**config.mk**
```make
export PLATFORM = sky130hd
export DESIGN_NAME = trace_header_parser
export DESIGN_NICKNAME = d
export VERILOG_FILES = /design/src/rtl/trc_hdr_pkg.sv /design/src/rtl/trace_header_parser.sv
export SDC_FILE = /design/constraint.sdc
export NUM_CORES = 1
export LEC_CHECK = 0
export BUFFER_PORTS_ARGS = -buffer_cell sky130_fd_sc_hd__buf_2
export CELL_PAD_IN_SITES_DETAIL_PLACEMENT = 0
export CELL_PAD_IN_SITES_GLOBAL_PLACEMENT = 1
export CORE_UTILIZATION = 44
export DETAILED_ROUTE_END_ITERATION = 10
export MAX_ROUTING_LAYER = met4
export PLACE_DENSITY_LB_ADDON = 0.1
export SETUP_SLACK_MARGIN = 0.02
export SYNTH_ARGS = -nofsm -noshare
export SYNTH_HDL_FRONTEND = slang
export SYNTH_SLANG_ARGS = --single-unit
```
**constraint.sdc**
```tcl
create_clock -name clk_i -period 7.05 [get_ports clk_i]
set_clock_uncertainty 0.1 [all_clocks]
set_input_delay 1.41 -clock clk_i [delete_from_list [all_inputs] [get_ports clk_i]]
set_output_delay 1.41 -clock clk_i [all_outputs]
set_load 0.1 [all_outputs]
```
**src/rtl/trc_hdr_pkg.sv**
```systemverilog
// Shared constants and types for the trace header parser.
package trc_hdr_pkg;

  localparam int TRACE_DIGITS = 32;
  localparam int SPAN_DIGITS  = 16;
  localparam int POS_W        = 6;
  localparam int ID_W         = 64;

  localparam logic [POS_W-1:0] DASH_ONE_POS = POS_W'(TRACE_DIGITS);
  localparam logic [POS_W-1:0] HALF_POS     = POS_W'(TRACE_DIGITS / 2);
  localparam logic [POS_W-1:0] MIN_LEN      = POS_W'(TRACE_DIGITS + 1 + SPAN_DIGITS);
  localparam logic [POS_W-1:0] FLAG_POS     = POS_W'(TRACE_DIGITS + 2 + SPAN_DIGITS);
  localparam logic [POS_W-1:0] FULL_LEN     = POS_W'(TRACE_DIGITS + 3 + SPAN_DIGITS);
  localparam logic [POS_W-1:0] POS_SAT      = POS_W'(TRACE_DIGITS + 4 + SPAN_DIGITS);

  localparam logic [7:0] CH_DASH = 8'h2d;
  localparam logic [7:0] CH_ZERO = 8'h30;
  localparam logic [7:0] CH_ONE  = 8'h31;
  localparam logic [7:0] CH_NINE = 8'h39;
  localparam logic [7:0] CH_A    = 8'h61;
  localparam logic [7:0] CH_F    = 8'h66;

  typedef enum logic [2:0] {
    REASON_OK   = 3'd0,
    REASON_LEN  = 3'd1,
    REASON_HEX  = 3'd2,
    REASON_ZERO = 3'd3,
    REASON_FLAG = 3'd4
  } reason_e;

endpackage

```
**src/rtl/trace_header_parser.sv**
```systemverilog
// Trace header parser top level: byte-wise form check and id decode.
//
// Input channel: one header character per word on header_byte_i, with
// last_byte_i marking the final character. A word is taken at a rising edge
// with in_valid_i high and in_stall_o low.
// Output channel: one result word per header, presented on out_valid_o with
// accepted_o, reason_o, the decoded ids and the sampling flags; the receiver
// holds it with out_stall_i.
// Throughput: one character per cycle, back to back, while in_stall_o is low.
// Each character needs only position compares, a hex check and a nibble shift into the id registers or a flag update.
// Latency: the result appears in the cycle after the final character is
// taken, from the single output register.
// Reset: clears the position counter, id registers and check flags; no
// result is pending after reset. All parse state also clears after every
// final character.
// Stall: in_stall_o rises only while a result waits and out_stall_i is high;
// a character that arrives while the output register is free is taken even
// if the receiver stalls.
module trace_header_parser (
  input  logic                          clk_i,
  input  logic                          rst_ni,
  input  logic                          in_valid_i,
  output logic                          in_stall_o,
  input  logic [7:0]                    header_byte_i,
  input  logic                          last_byte_i,
  output logic                          out_valid_o,
  input  logic                          out_stall_i,
  output logic                          accepted_o,
  output logic [2:0]                    reason_o,
  output logic [trc_hdr_pkg::ID_W-1:0]  trace_high_o,
  output logic [trc_hdr_pkg::ID_W-1:0]  trace_low_o,
  output logic [trc_hdr_pkg::ID_W-1:0]  parent_span_o,
  output logic                          sampled_o,
  output logic                          decision_present_o
);

  logic [trc_hdr_pkg::POS_W-1:0] position_q, position_d;
  logic [trc_hdr_pkg::ID_W-1:0]  trace_hi_q, trace_hi_d;
  logic [trc_hdr_pkg::ID_W-1:0]  trace_lo_q, trace_lo_d;
  logic [trc_hdr_pkg::ID_W-1:0]  span_q, span_d;
  logic                          dash_one_q, dash_one_d;
  logic                          dash_two_q, dash_two_d;
  logic                          hex_bad_q, hex_bad_d;
  logic                          trace_nz_q, trace_nz_d;
  logic                          span_nz_q, span_nz_d;
  logic [7:0]                    flag_q, flag_d;

  logic                          out_valid_q;
  logic                          accepted_q;
  trc_hdr_pkg::reason_e          reason_q;
  logic [trc_hdr_pkg::ID_W-1:0]  res_hi_q, res_lo_q, res_span_q;
  logic                          sampled_q, decided_q;

  logic                          in_acc;
  logic                          out_free;
  logic                          is_hex;
  logic [3:0]                    nibble;
  trc_hdr_pkg::reason_e          reason_d;
  logic                          sampled_d, decided_d;

  assign out_free   = !out_valid_q || !out_stall_i;
  assign in_stall_o = !out_free;
  assign in_acc     = in_valid_i && out_free;

  always_comb begin
    is_hex = 1'b0;
    nibble = 4'd0;
    if (header_byte_i inside {[trc_hdr_pkg::CH_ZERO:trc_hdr_pkg::CH_NINE]}) begin
      is_hex = 1'b1;
      nibble = 4'(header_byte_i - trc_hdr_pkg::CH_ZERO);
    end else if (header_byte_i inside {[trc_hdr_pkg::CH_A:trc_hdr_pkg::CH_F]}) begin
      is_hex = 1'b1;
      nibble = 4'(header_byte_i - trc_hdr_pkg::CH_A + 8'd10);
    end
  end

  always_comb begin
    trace_hi_d = trace_hi_q;
    trace_lo_d = trace_lo_q;
    span_d     = span_q;
    dash_one_d = dash_one_q;
    dash_two_d = dash_two_q;
    hex_bad_d  = hex_bad_q;
    trace_nz_d = trace_nz_q;
    span_nz_d  = span_nz_q;
    flag_d     = flag_q;
    if (position_q < trc_hdr_pkg::DASH_ONE_POS) begin
      hex_bad_d  = hex_bad_q || !is_hex;
      trace_nz_d = trace_nz_q || (header_byte_i != trc_hdr_pkg::CH_ZERO);
      if (position_q < trc_hdr_pkg::HALF_POS) begin
        trace_hi_d = {trace_hi_q[trc_hdr_pkg::ID_W-5:0], nibble};
      end else begin
        trace_lo_d = {trace_lo_q[trc_hdr_pkg::ID_W-5:0], nibble};
      end
    end else if (position_q == trc_hdr_pkg::DASH_ONE_POS) begin
      dash_one_d = (header_byte_i == trc_hdr_pkg::CH_DASH);
    end else if (position_q < trc_hdr_pkg::MIN_LEN) begin
      hex_bad_d = hex_bad_q || !is_hex;
      span_nz_d = span_nz_q || (header_byte_i != trc_hdr_pkg::CH_ZERO);
      span_d    = {span_q[trc_hdr_pkg::ID_W-5:0], nibble};
    end else if (position_q == trc_hdr_pkg::MIN_LEN) begin
      dash_two_d = (header_byte_i == trc_hdr_pkg::CH_DASH);
    end else if (position_q == trc_hdr_pkg::FLAG_POS) begin
      flag_d = header_byte_i;
    end
    position_d = (position_q < trc_hdr_pkg::POS_SAT) ? position_q + 1'b1
                                                      : trc_hdr_pkg::POS_SAT;
  end

  always_comb begin
    reason_d  = trc_hdr_pkg::REASON_OK;
    sampled_d = 1'b0;
    decided_d = 1'b0;
    if (position_d < trc_hdr_pkg::MIN_LEN || !dash_one_d) begin
      reason_d = trc_hdr_pkg::REASON_LEN;
    end else if (hex_bad_d) begin
      reason_d = trc_hdr_pkg::REASON_HEX;
    end else if (!trace_nz_d || !span_nz_d) begin
      reason_d = trc_hdr_pkg::REASON_ZERO;
    end else if (position_d > trc_hdr_pkg::MIN_LEN) begin
      if (position_d != trc_hdr_pkg::FULL_LEN || !dash_two_d) begin
        reason_d = trc_hdr_pkg::REASON_LEN;
      end else if (flag_d == trc_hdr_pkg::CH_ONE) begin
        sampled_d = 1'b1;
        decided_d = 1'b1;
      end else if (flag_d == trc_hdr_pkg::CH_ZERO) begin
        decided_d = 1'b1;
      end else begin
        reason_d = trc_hdr_pkg::REASON_FLAG;
      end
    end
  end

  always_ff @(posedge clk_i or negedge rst_ni) begin
    if (!rst_ni) begin
      position_q <= '0;
      trace_hi_q <= '0;
      trace_lo_q <= '0;
      span_q     <= '0;
      dash_one_q <= 1'b0;
      dash_two_q <= 1'b0;
      hex_bad_q  <= 1'b0;
      trace_nz_q <= 1'b0;
      span_nz_q  <= 1'b0;
      flag_q     <= '0;
    end else if (in_acc) begin
      if (last_byte_i) begin
        position_q <= '0;
        trace_hi_q <= '0;
        trace_lo_q <= '0;
        span_q     <= '0;
        dash_one_q <= 1'b0;
        dash_two_q <= 1'b0;
        hex_bad_q  <= 1'b0;
        trace_nz_q <= 1'b0;
        span_nz_q  <= 1'b0;
        flag_q     <= '0;
      end else begin
        position_q <= position_d;
        trace_hi_q <= trace_hi_d;
        trace_lo_q <= trace_lo_d;
        span_q     <= span_d;
        dash_one_q <= dash_one_d;
        dash_two_q <= dash_two_d;
        hex_bad_q  <= hex_bad_d;
        trace_nz_q <= trace_nz_d;
        span_nz_q  <= span_nz_d;
        flag_q     <= flag_d;
      end
    end
  end

  always_ff @(posedge clk_i or negedge rst_ni) begin
    if (!rst_ni) begin
      out_valid_q <= 1'b0;
    end else if (out_free) begin
      out_valid_q <= in_acc && last_byte_i;
    end
  end

  // load the result word; rejected headers report zero ids and flags
  always_ff @(posedge clk_i) begin
    if (in_acc && last_byte_i) begin
      if (reason_d == trc_hdr_pkg::REASON_OK) begin
        accepted_q <= 1'b1;
        reason_q   <= trc_hdr_pkg::REASON_OK;
        res_hi_q   <= trace_hi_d;
        res_lo_q   <= trace_lo_d;
        res_span_q <= span_d;
        sampled_q  <= sampled_d;
        decided_q  <= decided_d;
      end else begin
        accepted_q <= 1'b0;
        reason_q   <= reason_d;
        res_hi_q   <= '0;
        res_lo_q   <= '0;
        res_span_q <= '0;
        sampled_q  <= 1'b0;
        decided_q  <= 1'b0;
      end
    end
  end

  assign out_valid_o        = out_valid_q;
  assign accepted_o         = accepted_q;
  assign reason_o           = reason_q;
  assign trace_high_o       = res_hi_q;
  assign trace_low_o        = res_lo_q;
  assign parent_span_o      = res_span_q;
  assign sampled_o          = sampled_q;
  assign decision_present_o = decided_q;

endmodule

```
# Word level (Yosys, flattened, before mapping)
# Cells that the tools add are included.
[word_totals]
word_cells = 114
inputBits = 13
reg_bits = 410
[op_classes]
magnitude_cmp = 10
n_reduce_logical = 21
add_sub_neg = 4
n_bitwise = 2
muxes = 51
n_eq_ne = 8
[ops]
columns = ["op", "count"]
rows = [
  ["two-way mux 64 bit", 10],
  ["two-way mux 8 bit", 6],
  ["equality test 8 x 6 -> 1 bit, second input constant", 3],
  ["< comparator 6 bit, second input constant", 4],
  ["two-way mux 1 bit", 24],
  ["two-way mux 3 bit", 7],
  ["equality test 6 bit, second input constant", 3],
  ["two-way mux 6 bit", 2],
  ["greater-or-equal comparator 8 x 6 -> 1 bit, second input constant", 1],
  ["greater-or-equal comparator 8 x 7 -> 1 bit, second input constant", 1],
  ["<= comparator 8 x 6 -> 1 bit, second input constant", 1],
  ["<= comparator 8 x 7 -> 1 bit, second input constant", 1],
  ["zero test 1 bit", 8],
  ["two-way mux 4 bit", 2],
  ["!= test 8 x 6 -> 1 bit, second input constant", 1],
  ["subtractor 4 x 1 -> 4 bit, second input constant", 2],
  ["logical OR 1 bit", 7],
  ["adder 6 x 1 -> 6 bit, second input constant", 1],
  ["> comparator 6 bit, second input constant", 1],
  ["< comparator 6 x 5 -> 1 bit, second input constant", 1],
  ["!= test 6 bit, second input constant", 1],
  ["OR reduction 6 bit", 1],
  ["adder 4 bit, second input constant", 1],
  ["logical AND 1 bit", 4],
  ["2 further kinds", 3],
]

# Longest topological paths before layout
[logic_depth]
ltp_word = 17
mapped_depth = 11
depth_no_buf = 7

# Least setup slack after synthesis
# No wires, ideal clock.
[synth_timing]
path_type = "input port to flip-flop"
startpoint = "in last_byte_i"
endpoint = "reg out_valid_q, in the netlist out_valid_o"
cell_stages = 5
path_slack_ps = -1341
t_arrival_ps = 8189
cell_sequence = "clkbuf_1 > clkbuf_1 > and3_1 > clkbuf_1 > or2_2"
[synth_via]
elab_chain_cells = 1
[synth_rtl]
columns = ["item", "line_no", "rtl"]
rows = [
  ["start, declared", "trace_header_parser.sv:25", "input logic last_byte_i,"],
  ["logical AND 1 bit", "trace_header_parser.sv:177", "out_valid_q <= in_acc && last_byte_i;"],
  ["end signal, assigned", "trace_header_parser.sv:177", ""],
  ["end, declared", "trace_header_parser.sv:48", "logic out_valid_q;"],
]
# No other way between the ends.
# A chain may end at the register's enable or synchronous reset.

# Worst setup path after layout
[layout_timing]
startpoint = "in header_byte_i[1]"
endpoint = "reg res_hi_q, in the netlist trace_high_o[51], data pin"
[layout_via]
elab_chain_cells = 14
word_cells_on_any_way = 49
[layout_rtl]
columns = ["item", "line_no", "rtl"]
rows = [
  ["start, declared", "trace_header_parser.sv:24", "input logic [7:0] header_byte_i,"],
  ["two-way mux 8 bit", "trace_header_parser.sv:103", "end else if (position_q == trc_hdr_pkg::FLAG_POS) begin"],
  ["two-way mux 8 bit", "trace_header_parser.sv:101", "end else if (position_q == trc_hdr_pkg::MIN_LEN) begin"],
  ["two-way mux 8 bit", "trace_header_parser.sv:97", "end else if (position_q < trc_hdr_pkg::MIN_LEN) begin"],
  ["two-way mux 8 bit", "trace_header_parser.sv:95", "end else if (position_q == trc_hdr_pkg::DASH_ONE_POS) begin"],
  ["two-way mux 8 bit", "trace_header_parser.sv:87", "if (position_q < trc_hdr_pkg::DASH_ONE_POS) begin"],
  ["equality test 8 x 6 -> 1 bit", "trace_header_parser.sv:126", "end else if (flag_d == trc_hdr_pkg::CH_ZERO) begin"],
  ["two-way mux 3 bit", "trace_header_parser.sv:126", ""],
  ["two-way mux 3 bit", "trace_header_parser.sv:123", "end else if (flag_d == trc_hdr_pkg::CH_ONE) begin"],
  ["two-way mux 3 bit", "trace_header_parser.sv:121", "if (position_d != trc_hdr_pkg::FULL_LEN || !dash_two_d) begin"],
  ["two-way mux 3 bit", "trace_header_parser.sv:120", "end else if (position_d > trc_hdr_pkg::MIN_LEN) begin"],
  ["two-way mux 3 bit", "trace_header_parser.sv:118", "end else if (!trace_nz_d || !span_nz_d) begin"],
  ["two-way mux 3 bit", "trace_header_parser.sv:116", "end else if (hex_bad_d) begin"],
  ["two-way mux 3 bit (*)", "trace_header_parser.sv:114", "if (position_d < trc_hdr_pkg::MIN_LEN || !dash_one_d) begin"],
  ["zero test 3 bit (*)", "trace_header_parser.sv:184", "if (reason_d == trc_hdr_pkg::REASON_OK) begin"],
  ["end signal, assigned", "trace_header_parser.sv:187", "res_hi_q <= trace_hi_d;"],
  ["end, declared", "trace_header_parser.sv:51", "logic [trc_hdr_pkg::ID_W-1:0] res_hi_q, res_lo_q, res_span_q;"],
]
# Mark *: on every way between the ends. The rest lies on a longest branch, timed or not.

==> out/qor.yml <==
run_status:
  status: "finished, final reports clean"
pwr:
  comb_power_share_pct: 15.2
  vdd_drop_max_v: 0.000283
  leakage_nw: 7.93
  p_clk_share_pct: 38.5
  switching_share_pct: 30.6
  power.internal_mw: 3.94
  p_per_area_mw_per_mm2: 265
  switchingPower_mw: 1.74
  power_frac_seq_pct: 46.3
detailed_routing:
  avgViaCountPerCell: 5.68
  drc: 0
  drt_iter0_drc: 799
  routed-via-count: 12139
  drt_wl_total_mm: 44.5
  first_pass_iters: 5
  ant_nets: 0
  wl_per_cell_um: 20.9
sta:
  period_needed_ns: 4.37
  finalSetupTns_ns: 0
  timing.fmax_ghz: 0.229
  rsz0062_at_grt: "no"
  finalCritPeriodShare_pct: 62.0
  fin_hold_ws_ns: 0.382
  finalHoldViolCount: 0
  slew_headroom_pct: 13.0
  fin_ws_ns: 2.68
  slew_violations: 0
  worstMarginPinSlew_ns: 1.30
  setup_viol: 0
clock_tree:
  cts_tree: "done"
  clock_sinks: 410
  numCtsBuffers: 45
  clock_latency_ns: 0.57
  htreeDepth: 2
  root_buffer: "clkbuf_16"
  postCtsResizedCells: 0
  cts_setup_buffers: 0
  clk_pin_slew_ns: 0.06
  holdBufCountCts: 0
  clock_path_buffers: 3
logic_synthesis:
  synth_top_family_by_area: "compound AO/OA/AOI/OAI gates"
  synth_top_area_share_pct: 31.9
  synth_seq_cells: 410
  async_flop_share_pct: 51.7
  synth-compound-area-share_pct: 13.2
  syn-cell-area_mm2: 0.0187
  ys_types: 63
  yosys.area_share.adder_pct: 0.536
  synth_ff_type: "dfrtp_1"
  synth-xor-area-share_pct: 0
  synth_area_leaders: "edfxtp_1, dfrtp_1, mux2i_1"
  yosysWarnings: 0
  avgSynthCellArea_um2: 13.3
  syn-num-nets: 1424
  synthMuxAreaShare_pct: 9.71
  synth_top_area_cell: "edfxtp_1"
  synth-seq-area-share_pct: 60.3
  synth_edf_count: 198
  synthSimpleGateAreaFrac_pct: 12.8
  synthCells: 1403
worst_setup_path:
  crit_type: "in2reg"
  cp_max_fo: 60
  end_kind: "register"
  crit_arrival_ns: 4.55
  required_ns: 7.23
  critical_path.cell_chain: "buf_2, inv_1, ha_1, or3b_2, and4_1, a211oi_1, or4b_4, buf_4, nor3_1"
  cp_slowest_stage_delay_ns: 0.84
  startpoint: "header_byte_i[1]"
  slowest_stage: "or4b_4"
  start_kind: "input pin"
  regToRegStartpoint: "position_q[0]"
floorplanning:
  fp.dieArea_mm2: 0.0432
  core_mm2: 0.0419
  dieHeight_um: 208
  ios: 213
  start_util_pct: 44.6
  die_w_um: 208
  rows: 75
job:
  maxCapViolCount: 0
layout:
  final_cell_mix: "dfrtp_1, buf_2, edfxtp_1"
  fin_util_pct: 51.2
  drive_above_1_share_pct: 29.1
  area_delta_synth_final_pct: 14.8
  finalInstanceArea_mm2: 0.0214
  n_fill_cell: 3651
  final_common_cell: "dfrtp_1"
  multi_input_comb_area_mm2: 0.00686
  register_area_mm2: 0.0113
  nets: 1581
place:
  dp_hpwl_mm: 26.1
  pre_cts_slack_ns: 2.05
  io_buffers: 212
  globalplace.congestion: 0.838
  dpl_cell_area_mm2: 0.0201
grt:
  grt_pass1_wl_mm: 70.9
  antenna_found_initial: 1
  grt_usage_pct: 21.4
  grt_pass1_vias: 11873
  grt_remaining_overflow: 0
  grt_max_degree: 145
worst_hold_path:
  hp-start: "span_q[63]"
  hp-class: "reg2reg"
==> sequential cells by signal, summed over array words and instances (netlist names) <==
register / flops
flag_q: 8
trace_high_o: 64
out_valid_o: 1
trace_low_o: 64
span_q: 64
parent_span_o: 64
dash_two_q: 1
accepted_o: 1
sampled_o: 1
trace_nz_q: 1
position_q: 6
hex_bad_q: 1
span_nz_q: 1
trace_lo_q: 64
reason_o: 3
dash_one_q: 1
decision_present_o: 1
trace_hi_q: 64
==> critical path, delay by kind of cell <==
kind	cells	cell delay, ns
simple gates	4	1.62
buf+inv	3	0.86
compound gates	1	0.39
fa+ha+maj	1	0.23
==> cell families (layout without fill, tap and decap cells) <==
group                      Yosys count  in the layout
buffers and inverters              136            329
adders and majority gates            8              8
and+or+nand+nor                    341            341
AOI/OAI and AO/OA                  327            327
DFF                                410            410
muxes                              181            181
other                                0              1
==> synth_stat cells (2+ instances only) <==
cell,instances
nor3_1,45
a211oi_1,5
edfxtp_1,198
buf_2,7
nor4_1,2
nand3b_1,2
nand4_1,4
o31ai_1,2
a31oi_1,6
nand3_1,6
a21oi_1,13
buf_1,10
and2_1,3
or2_2,2
clkbuf_1,92
nor2b_1,7
mux2i_1,180
buf_4,2
nor3b_2,2
buf_6,16
o31a_1,2
a2111oi_2,12
o21ai_0,82
nor2_1,23
and4bb_2,2
nor3_2,139
o21ai_1,2
inv_1,9
a22oi_1,60
dfrtp_1,212
nor3b_1,2
ha_1,8
and3_1,2
nand2_1,88
a22o_1,128
==> stage by stage <==
stage / instances / total power, mW
final: 2136 / 5.67
after global routing: 2136 / 5.90
after CTS: 2135 / 5.76
after detailed placement: 2052 / 3.55
after global placement: 2052 / 3.54
after floorplan: 1403 / 3.35
==> routing by layer <==
layer	global-route usage [%]	vias to the layer above	part of all wire [%]
met5	-	-	0
met4	5.16	0	1.9
met3	4.27	57	5.0
met2	31.3	262	46
met1	30.6	6145	47
li1	-	5675	-
==> final timing paths <==
| check | endpoint | slack, ns | depth (start not counted) |
|---|---|---|---|
| max in group asynchronous | position_q[2] | 4.61 | 2 |
| min reg2reg | span_q[63] | 0.38 | 2 |
| min in group asynchronous | flag_q[4] | 0.70 | 1 |
| max reg2reg | trace_high_o[51] | 3.04 | 8 |
| min | span_q[63] | 0.38 | 2 |
| max | trace_high_o[51] | 2.68 | 9 |
==> layout make-up <==
cell class | instances | area share [%]
repair buffers | 237 | 5.93
diodes | 1 | 0.0117
clock buffers | 68 | 5.80
well taps | 539 | 3.15
inverters | 9 | 0.158
clock inverters | 15 | 0.444
multi-input cells | 857 | 32.0
flip-flops and latches | 410 | 52.5
==> power groups by stage <==
stage               Clock, mW  Combinational [mW]  Sequential [mW]
floorplan                   0               0.347             3.00
global placement            0               0.873             2.67
detailed placement          0               0.876             2.67
CTS                      2.25               0.877             2.63
global route             2.35               0.915             2.63
finish                   2.18               0.863             2.63
Power figures use the tool's default switching activity.
